[src/hw/rtl/dtc_pkg.sv]
// ---------------------------------------------------------------------------
// dtc_pkg
// Shared constants, function codes and digit helpers for the decisecond
// time-of-day clock.
// ---------------------------------------------------------------------------
package dtc_pkg;

	typedef enum logic [1:0] {
		FUNC_TICK = 2'd0,
		FUNC_SET  = 2'd1,
		FUNC_READ = 2'd2
	} func_t;

	localparam logic [19:0] DayTenths    = 20'd864000;
	localparam logic [19:0] HourTenths   = 20'd36000;
	localparam logic [15:0] MinuteTenths = 16'd600;
	localparam logic [6:0]  SetCmdLen    = 7'd14;
	localparam logic [6:0]  ReadCmdLen   = 7'd4;

	// floor(x / 36000) = (x * HourRecip) >> HourShift, exact for x below 2**21
	localparam logic [20:0] HourRecip = 21'd1908875;
	localparam int          HourShift = 36;
	// floor(x / 600) = (x * MinuteRecip) >> MinuteShift, exact for x below 2**16
	localparam logic [16:0] MinuteRecip = 17'd111849;
	localparam int          MinuteShift = 26;

	localparam logic [7:0] ChSpace  = 8'h20;
	localparam logic [7:0] ChColon  = 8'h3A;
	localparam logic [7:0] ChPeriod = 8'h2E;
	localparam logic [7:0] ChZero   = 8'h30;
	localparam logic [7:0] ChTwo    = 8'h32;
	localparam logic [7:0] ChNine   = 8'h39;

	// divide by ten for values below 1024
	function automatic logic [6:0] div10(input logic [9:0] x);
		logic [17:0] p;
		p = 18'(x) * 18'd205;
		return p[17:11];
	endfunction

	// divide by one hundred for values below 1024
	function automatic logic [3:0] div100(input logic [9:0] x);
		logic [15:0] p;
		p = 16'(x) * 16'd41;
		return p[15:12];
	endfunction

	function automatic logic is_digit(input logic [7:0] c);
		return (c >= ChZero) && (c <= ChNine);
	endfunction

endpackage

[src/hw/rtl/dtc_if.sv]
// ---------------------------------------------------------------------------
// dtc_if
// Valid/ready channels of the decisecond clock: command words in, display
// words out.
// ---------------------------------------------------------------------------
interface dtc_cmd_if;
	logic        valid;
	logic        ready;
	logic [1:0]  func;
	logic        clock_select;
	logic [6:0]  text_length;
	logic [55:0] text_front;
	logic [31:0] text_back;

	modport source(output valid, func, clock_select, text_length, text_front, text_back,
		input ready);
	modport sink(input valid, func, clock_select, text_length, text_front, text_back,
		output ready);
endinterface

interface dtc_disp_if;
	logic       valid;
	logic       ready;
	logic [1:0] hour_tens;
	logic [3:0] hour_ones;
	logic [2:0] minute_tens;
	logic [3:0] minute_ones;
	logic [2:0] second_tens;
	logic [3:0] second_ones;
	logic [3:0] tenths;
	logic       bad_command;

	modport source(output valid, hour_tens, hour_ones, minute_tens, minute_ones,
		second_tens, second_ones, tenths, bad_command, input ready);
	modport sink(input valid, hour_tens, hour_ones, minute_tens, minute_ones,
		second_tens, second_ones, tenths, bad_command, output ready);
endinterface

[src/hw/rtl/decisecond_time_of_day_clock.sv]
// ---------------------------------------------------------------------------
// decisecond_time_of_day_clock
// Time-of-day and stopwatch counters in tenths of a second, with command
// parsing and a digit display for every command word.
// ---------------------------------------------------------------------------
// Each command word passes through the stage registers and then the output register.
// Throughput: one word per cycle while the display sink is ready; the counter
// read-modify-write sits in one stage, so back-to-back words see each other's updates.
// Stages stall only as far back as the first empty stage.
// Reset clears both counters and all stage valids.
module decisecond_time_of_day_clock (
	input logic        clk,
	input logic        arst_n,
	dtc_cmd_if.sink    cmd,
	dtc_disp_if.source disp
);
	import dtc_pkg::*;

	// stage valids and load enables
	logic v_s1, v_s2, v_s3, v_s4, v_s5, v_s6, out_v_q;
	logic ld1, ld2, ld3, ld4, ld5, ld6, ld_out;

	assign ld_out = !out_v_q || disp.ready;
	assign ld6    = !v_s6 || ld_out;
	assign ld5    = !v_s5 || ld6;
	assign ld4    = !v_s4 || ld5;
	assign ld3    = !v_s3 || ld4;
	assign ld2    = !v_s2 || ld3;
	assign ld1    = !v_s1 || ld2;
	assign cmd.ready = ld1;

	always_ff @(posedge clk or negedge arst_n) begin
		if (!arst_n) begin
			v_s1    <= 1'b0;
			v_s2    <= 1'b0;
			v_s3    <= 1'b0;
			v_s4    <= 1'b0;
			v_s5    <= 1'b0;
			v_s6    <= 1'b0;
			out_v_q <= 1'b0;
		end else begin
			if (ld1)    v_s1    <= cmd.valid;
			if (ld2)    v_s2    <= v_s1;
			if (ld3)    v_s3    <= v_s2;
			if (ld4)    v_s4    <= v_s3;
			if (ld5)    v_s5    <= v_s4;
			if (ld6)    v_s6    <= v_s5;
			if (ld_out) out_v_q <= v_s6;
		end
	end

	// stage 1: command word register
	func_t       func_s1;
	logic        sel_s1;
	logic [6:0]  len_s1;
	logic [55:0] front_s1;
	logic [31:0] back_s1;

	always_ff @(posedge clk) begin
		if (ld1) begin
			func_s1  <= func_t'(cmd.func);
			sel_s1   <= cmd.clock_select;
			len_s1   <= cmd.text_length;
			front_s1 <= cmd.text_front;
			back_s1  <= cmd.text_back;
		end
	end

	// parse the set command text
	logic [7:0]  ch3, ch4, ch5, ch6, ch7, ch8, ch9, ch10, ch11, ch12, ch13;
	logic        fmt_ok;
	logic [20:0] set_value;
	logic        bad_d1;
	logic        sel_d1;

	assign ch3  = front_s1[7:0];
	assign ch4  = front_s1[15:8];
	assign ch5  = front_s1[23:16];
	assign ch6  = front_s1[31:24];
	assign ch7  = front_s1[39:32];
	assign ch8  = front_s1[47:40];
	assign ch9  = front_s1[55:48];
	assign ch10 = back_s1[7:0];
	assign ch11 = back_s1[15:8];
	assign ch12 = back_s1[23:16];
	assign ch13 = back_s1[31:24];

	assign fmt_ok = (len_s1 == SetCmdLen) && (ch3 == ChSpace) && (ch6 == ChColon)
		&& (ch9 == ChColon) && (ch12 == ChPeriod) && (ch4 >= ChZero) && (ch4 <= ChTwo)
		&& is_digit(ch5) && is_digit(ch7) && is_digit(ch8) && is_digit(ch10)
		&& is_digit(ch11) && is_digit(ch13);

	// ascii digits carry their value in the low nibble
	assign set_value = 21'(ch4[3:0]) * 21'd360000 + 21'(ch5[3:0]) * 21'd36000
		+ 21'(ch7[3:0]) * 21'd6000 + 21'(ch8[3:0]) * 21'd600
		+ 21'(ch10[3:0]) * 21'd100 + 21'(ch11[3:0]) * 21'd10 + 21'(ch13[3:0]);

	always_comb begin
		sel_d1 = sel_s1;
		case (func_s1)
			FUNC_TICK: bad_d1 = 1'b0;
			FUNC_SET: begin
				bad_d1 = !fmt_ok;
				sel_d1 = 1'b0;
			end
			FUNC_READ: bad_d1 = (len_s1 != ReadCmdLen);
			default:   bad_d1 = 1'b1;
		endcase
	end

	// stage 2: parsed command, counter update
	func_t       func_s2;
	logic        sel_s2;
	logic        bad_s2;
	logic        load_s2;
	logic [20:0] value_s2;

	always_ff @(posedge clk) begin
		if (ld2) begin
			func_s2  <= func_s1;
			sel_s2   <= sel_d1;
			bad_s2   <= bad_d1;
			load_s2  <= (func_s1 == FUNC_SET) && fmt_ok;
			value_s2 <= set_value;
		end
	end

	logic [19:0] cnt_q [2];
	logic [19:0] cnt_d [2];
	logic        bad_d2;

	always_comb begin
		cnt_d  = cnt_q;
		bad_d2 = bad_s2;
		case (func_s2)
			FUNC_TICK: begin
				if (cnt_q[sel_s2] == DayTenths - 20'd1)
					cnt_d[sel_s2] = '0;
				else
					cnt_d[sel_s2] = cnt_q[sel_s2] + 20'd1;
			end
			FUNC_SET: begin
				if (load_s2) begin
					if (value_s2 < {1'b0, DayTenths})
						cnt_d[0] = value_s2[19:0];
					else
						bad_d2 = 1'b1;
				end
			end
			default: ;
		endcase
	end

	// the counters move only when the word leaves stage 2
	always_ff @(posedge clk or negedge arst_n) begin
		if (!arst_n) begin
			cnt_q[0] <= '0;
			cnt_q[1] <= '0;
		end else if (v_s2 && ld3) begin
			cnt_q <= cnt_d;
		end
	end

	// stage 3: shown count
	logic [19:0] cnt_s3;
	logic        bad_s3;

	always_ff @(posedge clk) begin
		if (ld3) begin
			cnt_s3 <= cnt_d[sel_s2];
			bad_s3 <= bad_d2;
		end
	end

	// stage 4: hours by reciprocal multiply
	logic [40:0] hour_prod;
	logic [4:0]  hours_s4;
	logic [19:0] cnt_s4;
	logic        bad_s4;

	assign hour_prod = 41'(cnt_s3) * 41'(HourRecip);

	always_ff @(posedge clk) begin
		if (ld4) begin
			hours_s4 <= hour_prod[HourShift +: 5];
			cnt_s4   <= cnt_s3;
			bad_s4   <= bad_s3;
		end
	end

	// stage 5: hour digits and minutes
	logic [19:0] hour_rem;
	logic [15:0] rem1;
	logic [32:0] min_prod;
	logic [6:0]  hour_t;
	logic [1:0]  hour_tens_s5;
	logic [3:0]  hour_ones_s5;
	logic [5:0]  mins_s5;
	logic [15:0] rem1_s5;
	logic        bad_s5;

	assign hour_rem = cnt_s4 - 20'(hours_s4) * HourTenths;
	assign rem1     = hour_rem[15:0];
	assign min_prod = 33'(rem1) * 33'(MinuteRecip);
	assign hour_t   = div10(10'(hours_s4));

	always_ff @(posedge clk) begin
		if (ld5) begin
			hour_tens_s5 <= hour_t[1:0];
			hour_ones_s5 <= 4'(hours_s4 - 5'(hour_t[1:0]) * 5'd10);
			mins_s5      <= min_prod[MinuteShift +: 6];
			rem1_s5      <= rem1;
			bad_s5       <= bad_s4;
		end
	end

	// stage 6: minute digits and remaining tenths within the minute
	logic [15:0] min_rem;
	logic [6:0]  min_t;
	logic [1:0]  hour_tens_s6;
	logic [3:0]  hour_ones_s6;
	logic [2:0]  min_tens_s6;
	logic [3:0]  min_ones_s6;
	logic [9:0]  rem2_s6;
	logic        bad_s6;

	assign min_rem = rem1_s5 - 16'(mins_s5) * MinuteTenths;
	assign min_t   = div10(10'(mins_s5));

	always_ff @(posedge clk) begin
		if (ld6) begin
			hour_tens_s6 <= hour_tens_s5;
			hour_ones_s6 <= hour_ones_s5;
			min_tens_s6  <= min_t[2:0];
			min_ones_s6  <= 4'(mins_s5 - 6'(min_t[2:0]) * 6'd10);
			rem2_s6      <= min_rem[9:0];
			bad_s6       <= bad_s5;
		end
	end

	// output register: second and tenth digits
	logic [6:0] secs;
	logic [3:0] sec_t;
	logic [1:0] hour_tens_q;
	logic [3:0] hour_ones_q;
	logic [2:0] min_tens_q;
	logic [3:0] min_ones_q;
	logic [2:0] sec_tens_q;
	logic [3:0] sec_ones_q;
	logic [3:0] tenths_q;
	logic       bad_q;

	assign secs  = div10(rem2_s6);
	assign sec_t = div100(rem2_s6);

	always_ff @(posedge clk) begin
		if (ld_out) begin
			hour_tens_q <= hour_tens_s6;
			hour_ones_q <= hour_ones_s6;
			min_tens_q  <= min_tens_s6;
			min_ones_q  <= min_ones_s6;
			sec_tens_q  <= sec_t[2:0];
			sec_ones_q  <= 4'(secs - 7'(sec_t) * 7'd10);
			tenths_q    <= 4'(rem2_s6 - 10'(secs) * 10'd10);
			bad_q       <= bad_s6;
		end
	end

	assign disp.valid       = out_v_q;
	assign disp.hour_tens   = hour_tens_q;
	assign disp.hour_ones   = hour_ones_q;
	assign disp.minute_tens = min_tens_q;
	assign disp.minute_ones = min_ones_q;
	assign disp.second_tens = sec_tens_q;
	assign disp.second_ones = sec_ones_q;
	assign disp.tenths      = tenths_q;
	assign disp.bad_command = bad_q;

	// both counters stay within one day
	assert property (@(posedge clk) disable iff (!arst_n)
		(cnt_q[0] < DayTenths) && (cnt_q[1] < DayTenths))
		else $error("tenth counter out of range");

	// a displayed word with hour tens of two or more never shows an hour ones digit above three
	assert property (@(posedge clk) disable iff (!arst_n)
		out_v_q |-> (hour_tens_q < 2'd2) || (hour_ones_q < 4'd4))
		else $error("displayed hour out of range");

	// a counter only changes when a word leaves the update stage
	assert property (@(posedge clk) disable iff (!arst_n)
		!(v_s2 && ld3) |=> $stable(cnt_q[0]) && $stable(cnt_q[1]))
		else $error("counter changed without a word");

	// ones and tenths digits below ten, minute and second tens below six, in every displayed word
	assert property (@(posedge clk) disable iff (!arst_n)
		out_v_q |-> (hour_ones_q < 4'd10) && (min_ones_q < 4'd10) && (min_tens_q < 3'd6)
			&& (sec_ones_q < 4'd10) && (sec_tens_q < 3'd6) && (tenths_q < 4'd10))
		else $error("digit out of range");

endmodule
[src/flat_wrapper.sv]
// flat-port wrapper written by rule: the top's interface ports become plain ports
module decisecond_time_of_day_clock_flat import dtc_pkg::*;
  (clk, arst_n, cmd_valid, cmd_func, cmd_clock_select, cmd_text_length, cmd_text_front, cmd_text_back, cmd_ready, disp_valid, disp_hour_tens, disp_hour_ones, disp_minute_tens, disp_minute_ones, disp_second_tens, disp_second_ones, disp_tenths, disp_bad_command, disp_ready);
  dtc_cmd_if cmd_i ();
  dtc_disp_if disp_i ();
  input logic clk;
  input logic arst_n;
  input wire logic [$bits(cmd_i.valid)-1:0] cmd_valid;
  input wire logic [$bits(cmd_i.func)-1:0] cmd_func;
  input wire logic [$bits(cmd_i.clock_select)-1:0] cmd_clock_select;
  input wire logic [$bits(cmd_i.text_length)-1:0] cmd_text_length;
  input wire logic [$bits(cmd_i.text_front)-1:0] cmd_text_front;
  input wire logic [$bits(cmd_i.text_back)-1:0] cmd_text_back;
  output wire logic [$bits(cmd_i.ready)-1:0] cmd_ready;
  output wire logic [$bits(disp_i.valid)-1:0] disp_valid;
  output wire logic [$bits(disp_i.hour_tens)-1:0] disp_hour_tens;
  output wire logic [$bits(disp_i.hour_ones)-1:0] disp_hour_ones;
  output wire logic [$bits(disp_i.minute_tens)-1:0] disp_minute_tens;
  output wire logic [$bits(disp_i.minute_ones)-1:0] disp_minute_ones;
  output wire logic [$bits(disp_i.second_tens)-1:0] disp_second_tens;
  output wire logic [$bits(disp_i.second_ones)-1:0] disp_second_ones;
  output wire logic [$bits(disp_i.tenths)-1:0] disp_tenths;
  output wire logic [$bits(disp_i.bad_command)-1:0] disp_bad_command;
  input wire logic [$bits(disp_i.ready)-1:0] disp_ready;
  assign cmd_i.valid = cmd_valid;
  assign cmd_i.func = cmd_func;
  assign cmd_i.clock_select = cmd_clock_select;
  assign cmd_i.text_length = cmd_text_length;
  assign cmd_i.text_front = cmd_text_front;
  assign cmd_i.text_back = cmd_text_back;
  assign cmd_ready = cmd_i.ready;
  assign disp_valid = disp_i.valid;
  assign disp_hour_tens = disp_i.hour_tens;
  assign disp_hour_ones = disp_i.hour_ones;
  assign disp_minute_tens = disp_i.minute_tens;
  assign disp_minute_ones = disp_i.minute_ones;
  assign disp_second_tens = disp_i.second_tens;
  assign disp_second_ones = disp_i.second_ones;
  assign disp_tenths = disp_i.tenths;
  assign disp_bad_command = disp_i.bad_command;
  assign disp_i.ready = disp_ready;
  decisecond_time_of_day_clock u_core (.clk(clk), .arst_n(arst_n), .cmd(cmd_i), .disp(disp_i));
endmodule
[config.mk]
export PLATFORM = sky130hd
export DESIGN_NAME = decisecond_time_of_day_clock_flat
export DESIGN_NICKNAME = d
export VERILOG_FILES = /design/src/hw/rtl/dtc_pkg.sv /design/src/hw/rtl/dtc_if.sv /design/src/hw/rtl/decisecond_time_of_day_clock.sv /design/src/flat_wrapper.sv
export SDC_FILE = /design/constraint.sdc
export NUM_CORES = 1
export LEC_CHECK = 0
export CORE_ASPECT_RATIO = 0.7
export CORE_UTILIZATION = 30
export CTS_CLUSTER_DIAMETER = 40
export DETAILED_ROUTE_END_ITERATION = 8
export DONT_BUFFER_PORTS = 1
export SKIP_LAST_GASP = 1
export SLEW_MARGIN = 20
export SYNTH_ARGS = -nofsm -noshare
export SYNTH_HDL_FRONTEND = slang
export SYNTH_SLANG_ARGS = --single-unit
[constraint.sdc]
create_clock -name clk -period 27.3 [get_ports clk]
set_clock_uncertainty 0.15 [all_clocks]
set_input_delay 2.73 -clock clk [delete_from_list [all_inputs] [get_ports clk]]
set_output_delay 2.73 -clock clk [all_outputs]
set_load 0.01 [all_outputs]
Yosys cells after proc, flatten, opt, wreduce, memory -nomap -nowiden:

Cells that the tools add are included.
Widths: inputs -> output; s select.

* bits of input ports: 102
* bits in registers: 286
* logic and storage cells: 160
* output and inout port bits: 27

* $mul: 18
* muxes and demuxes: 18
* reduce and logical (&&, ||, !) cells: 38
* equal/unequal tests: 10
* bitwise gates (word level): 3
* $add $sub $neg: 13
* $lt $le $gt $ge: 17

Operator list (number)
* $mux 20: 10
* $ge 8x6->1 const B: 7
* $le 8x6->1 const B: 7
* $mul 20x21->41 const B: 1
* $and 40x40->40: 1
* $bwmux 40: 1
* $mux 40: 1
* $not 40->40: 1
* $pmux 20 s2: 1
* $eq 8x6->1 const B: 4
* $mul 16x17->32 const B: 1
* $add 21x11->21: 1
* $add 21x14->21: 1
* $add 21x17->21: 1
* $add 21x20->21: 1
* $add 21x4->21: 1
* $add 21x8->21: 1
* $logic_and 1x1->1: 21
* $lt 21x20->1 const B: 1
* $add 20x1->20 const B: 1
* $demux 20 s1: 1
* $eq 20x20->1 const B: 1
* $mul 10x8->18 const B: 1
* $mul 10x6->16 const B: 1
* 29 further kinds: 49

Logic depth before layout (Yosys ltp):

* depth in word-level cells: 15
* gate-level depth with buffers: 33
* gate-level depth less buffers: 33

Worst setup path after synthesis:

No wires, ideal clock.

* path type: register to register
* from: register u_core.hours_s4[2]
* to: register u_core.mins_s5[5], data pin
* setup slack: 18.375 ns
* stages on the path, launching flop included: 34
* arrival: 8.507 ns
* library setup time: 0.268 ns
* data required time: 26.882 ns
* period minus slack after synthesis: 8.925 ns
* cells stage by stage: edfxtp_1 ha_1 xor2_1 ha_1 ha_1 a21o_1 a21oi_1 o21bai_1 a21oi_1 xor2_1 ha_1 inv_1 nor4_1 a2111oi_0 o211ai_2 inv_1 fa_1 inv_1 fa_1 fa_1 fa_1 inv_1 fa_1 inv_1 fa_1 inv_1 ha_1 nand3_1 a2111o_1 o22ai_1 nor4_2 nor3_1 a2111oi_4 xnor3_1

* cells in the longest elaborated chain, start to end: 3

Ends and longest elaborated chain
* start, declared: line decisecond_time_of_day_clock.sv:177 `logic [4:0] hours_s4;`
* start signal, assigned: line decisecond_time_of_day_clock.sv:185 `hours_s4 <= hour_prod[HourShift +: 5];`
* $mul 5x11->11: line decisecond_time_of_day_clock.sv:202 `assign hour_rem = cnt_s4 - 20'(hours_s4) * HourTenths;`
* $sub 16x16->16: line decisecond_time_of_day_clock.sv:202
* $mul 16x17->32: line decisecond_time_of_day_clock.sv:204 `assign min_prod = 33'(rem1) * 33'(MinuteRecip);`
* named net u_core.min_prod[31]: line decisecond_time_of_day_clock.sv:194 `logic [32:0] min_prod;`
* end signal, assigned: line decisecond_time_of_day_clock.sv:211 `mins_s5 <= min_prod[MinuteShift +: 6];`
* end, declared: line decisecond_time_of_day_clock.sv:198 `logic [5:0] mins_s5;`

The timed path passes the listed nets, and every way through them passes these cells.
A chain may end at the register's enable or synchronous reset.

Final worst setup path:

Ends and elaborated chain as after synthesis.

==> impl_metrics.toml <==
[synth]
yosysSeqAreaShare = 0.276
synth-compound-area-share = 0.0767
async_reset_ff_frac = 0.164
yosys.area.top_type = "ha_1"
synth_top_area_frac = 0.268
synth.area.mux_share = 0.0106
syn_area_per_cell_um2 = 11.3
synthCells = 2671
synth-xor-area-share = 0.0451
synth_top_family_by_area = "adder cells"
ys_ff_latch = 286
synth_fa_ha_area_frac = 0.459
yosysMostFrequentCell = "ha_1"
synth_edf_count = 239
synthFlopType = "edfxtp_1"
synthSimpleGateAreaFrac = 0.0606
yosysWarnings = 0
syn_nets = 3712
synth_cell_type_count = 88
syn_area_um2 = 30300
ys_top_cells_by_count = "ha_1 (650), inv_1 (546), fa_1 (289)"
synth_area_leaders = "ha_1 (27%), edfxtp_1 (24%), fa_1 (19%)"

[floorplan]
coreArea_um2 = 100000
die_w_um = 382
rows = 97
die_h_um = 268
initial_core_util = 0.303
die-area_um2 = 102000
io_pins = 129

[global_route]
grt_start_max_net_pins = 80
grt_first_pass_wirelength_um = 106000
first_global_vias = 18800
grt_usage = 0.131
grt_overflow = 0
antenna_found_initial = 1

[clock_tree]
clock_latency_ns = 0.61
cts-hold-fix-buffers = 0
cts-root-buf = "clkbuf_16"
clk_pin_slew_worst_paths_ns = 0.07
cts_num_sinks = 286
post_cts_resized = 0
htreeDepth = 1
post_cts_buffers = 0
cts_buffers = 31
cts_tree = "built"
clockBufferDepth = 3

[timing]
hold_violations = 0
rsz0062_at_grt = "no"
fin_crit_sh = 0.356
clock.fmax_mhz = 103
slew_viol_final = 0
tns_ns = 0
period_minus_slack_ns = 9.72
tightestPinTransition_ns = 1.10
max_slew_margin = 0.268
fin_ws_ns = 17.58
finalSetupViolCount = 0

[final_layout]
ff_latch_area_um2 = 8350
fin_cells = 4044
drive_gt1_frac = 0.0425
stdcell_area_um2 = 32900
fillerInstances = 10100
multi_input_area_um2 = 19800
area_delta_synth_final_pct = 8.66
final_nets = 3724

[route]
drc = 0
dr_wl_met2_um = 25600
highest_layer = "met4"
first_pass_iters = 5
first_iter_violations = 1038
post_drt_wl_per_cell_um = 16.3
drtAntennaViolNets = 0
drt-total-wl_um = 65800
wl_met3_um = 3730
num_vias = 18600
viasPerCell = 4.60
wl_met1_um = 35800

[critical_path]
cp.arrival_ns = 9.92
worst-path-buf-inv = 6
crit_fanout = 7
critPathMaxStageDelay_ns = 0.62
slowest_stage = "a2111oi_0"
crit_type = "reg -> reg"
critPathLaunchType = "register"
required_ns = 27.50
cp_top_family = "adder cells"
end_kind = "register"
reg2reg_depth = 32
path_depth = 32

[flow_run]
maxCapViolations = 0

[placement]
numPlacedInstances = 3986
io_buffers = 0
placed_area_um2 = 31900
gp_congestion = 0.867
dpl.hpwl_um = 54700
dp_slack_ns = 17.65

[hold_path]
hold_depth = 0
hp-class = "reg -> reg"

[outcome]
status = "complete, no violations"
-- worst paths after layout --
path	slack (ns)	startpoint	to
setup / recovery	17.58	u_core.hours_s4[2]$_DFFE_PP_	u_core.mins_s5[5]$_DFFE_PP_
hold / removal	0.27	u_core.back_s1[24]$_DFFE_PP_	u_core.value_s2[0]$_DFFE_PP_
setup reg to reg	17.58	u_core.hours_s4[2]$_DFFE_PP_	u_core.mins_s5[5]$_DFFE_PP_
hold reg to reg	0.27	u_core.back_s1[24]$_DFFE_PP_	u_core.value_s2[0]$_DFFE_PP_
max in group asynchronous	25.18	arst_n	u_core.cnt_q[21]$_DFFE_PN0P_
min in group asynchronous	1.68	arst_n	u_core.cnt_q[23]$_DFFE_PN0P_
-- cell type report --
class                           instances  area share
Tap cell                             1336      0.0508
Multi-Input combinational cell       1809       0.601
Sequential cell                       286       0.254
Inverter                              548      0.0625
Clock buffer                           40      0.0255
Antenna cell                            1   0.0000760
Timing Repair Buffer                    7     0.00160
Clock inverter                         17     0.00464
-- worst register-to-register path: cells and delay by family, from the launching register on --
| family | cells | cell delay (ns) |
|---|---|---|
| AO/OA/AOI/OAI | 9 | 2.50 |
| adder cells (fa/ha/maj) | 11 | 4.41 |
| flip-flops | 1 | 0.53 |
| buffers and inverters | 6 | 0.59 |
| XOR/XNOR | 3 | 0.70 |
| AND/OR/NAND/NOR | 3 | 0.58 |
-- cells in the final DEF, fill, tap and decap left out, types with 31 or more instances in the layout --
| cell | instances |
|---|---|
| ha_1 | 650 |
| inv_1 | 545 |
| fa_1 | 289 |
| edfxtp_1 | 239 |
| xnor2_1 | 108 |
| a21oi_1 | 95 |
| nand2_1 | 88 |
| nor2_1 | 61 |
| o21ai_0 | 49 |
| dfrtp_1 | 47 |
| xor2_1 | 42 |
| a21o_1 | 32 |
| clkbuf_16 | 31 |
-- sequential cells by signal (all words and copies together), names as in the netlist, 3 cells and up --
| signal | count |
|---|---|
| u_core.front_s1 | 56 |
| u_core.cnt_s3 | 20 |
| u_core.disp.minute_tens | 3 |
| u_core.rem1_s5 | 10 |
| u_core.value_s2 | 21 |
| u_core.disp.tenths | 4 |
| u_core.back_s1 | 32 |
| u_core.rem2_s6 | 10 |
| u_core.disp.second_tens | 3 |
| u_core.disp.second_ones | 4 |
| u_core.min_ones_s6 | 4 |
| u_core.hour_ones_s5 | 4 |
| u_core.len_s1 | 7 |
| u_core.disp.minute_ones | 4 |
| u_core.mins_s5 | 6 |
| u_core.disp.hour_ones | 4 |
| u_core.min_tens_s6 | 3 |
| u_core.cnt_q | 40 |
| u_core.hour_ones_s6 | 4 |
| u_core.hours_s4 | 5 |
| u_core.cnt_s4 | 16 |
-- through the flow --
| stage | utilization | hold WS, ns |
|---|---|---|
| 2_1_floorplan | - | 0.250 |
| 3_3_place_gp | 0.319 | 0.252 |
| 3_5_place_dp | 0.319 | 0.255 |
| 4_1_cts | 0.329 | 0.269 |
| 5_1_grt | 0.329 | 0.275 |
| 6_report | 0.329 | 0.266 |
-- logic make-up after synthesis --
| family | Yosys count |
|---|---|
| buf+inv | 576 |
| flops | 286 |
| fa+ha+maj | 939 |
| xor+xnor | 153 |
| mux | 31 |
| simple gates | 348 |
| compound gates | 338 |
-- layer usage --
layer | up-vias | track usage
li1 | 9143 | -
met1 | 9079 | 0.213
met2 | 347 | 0.180
met3 | 42 | 0.0224
met4 | 0 | 0.0129
met5 | - | 0
Power is left out: the tool's default activity adds up to more than one toggle a clock period on the data nets, which glitch-free logic cannot reach.
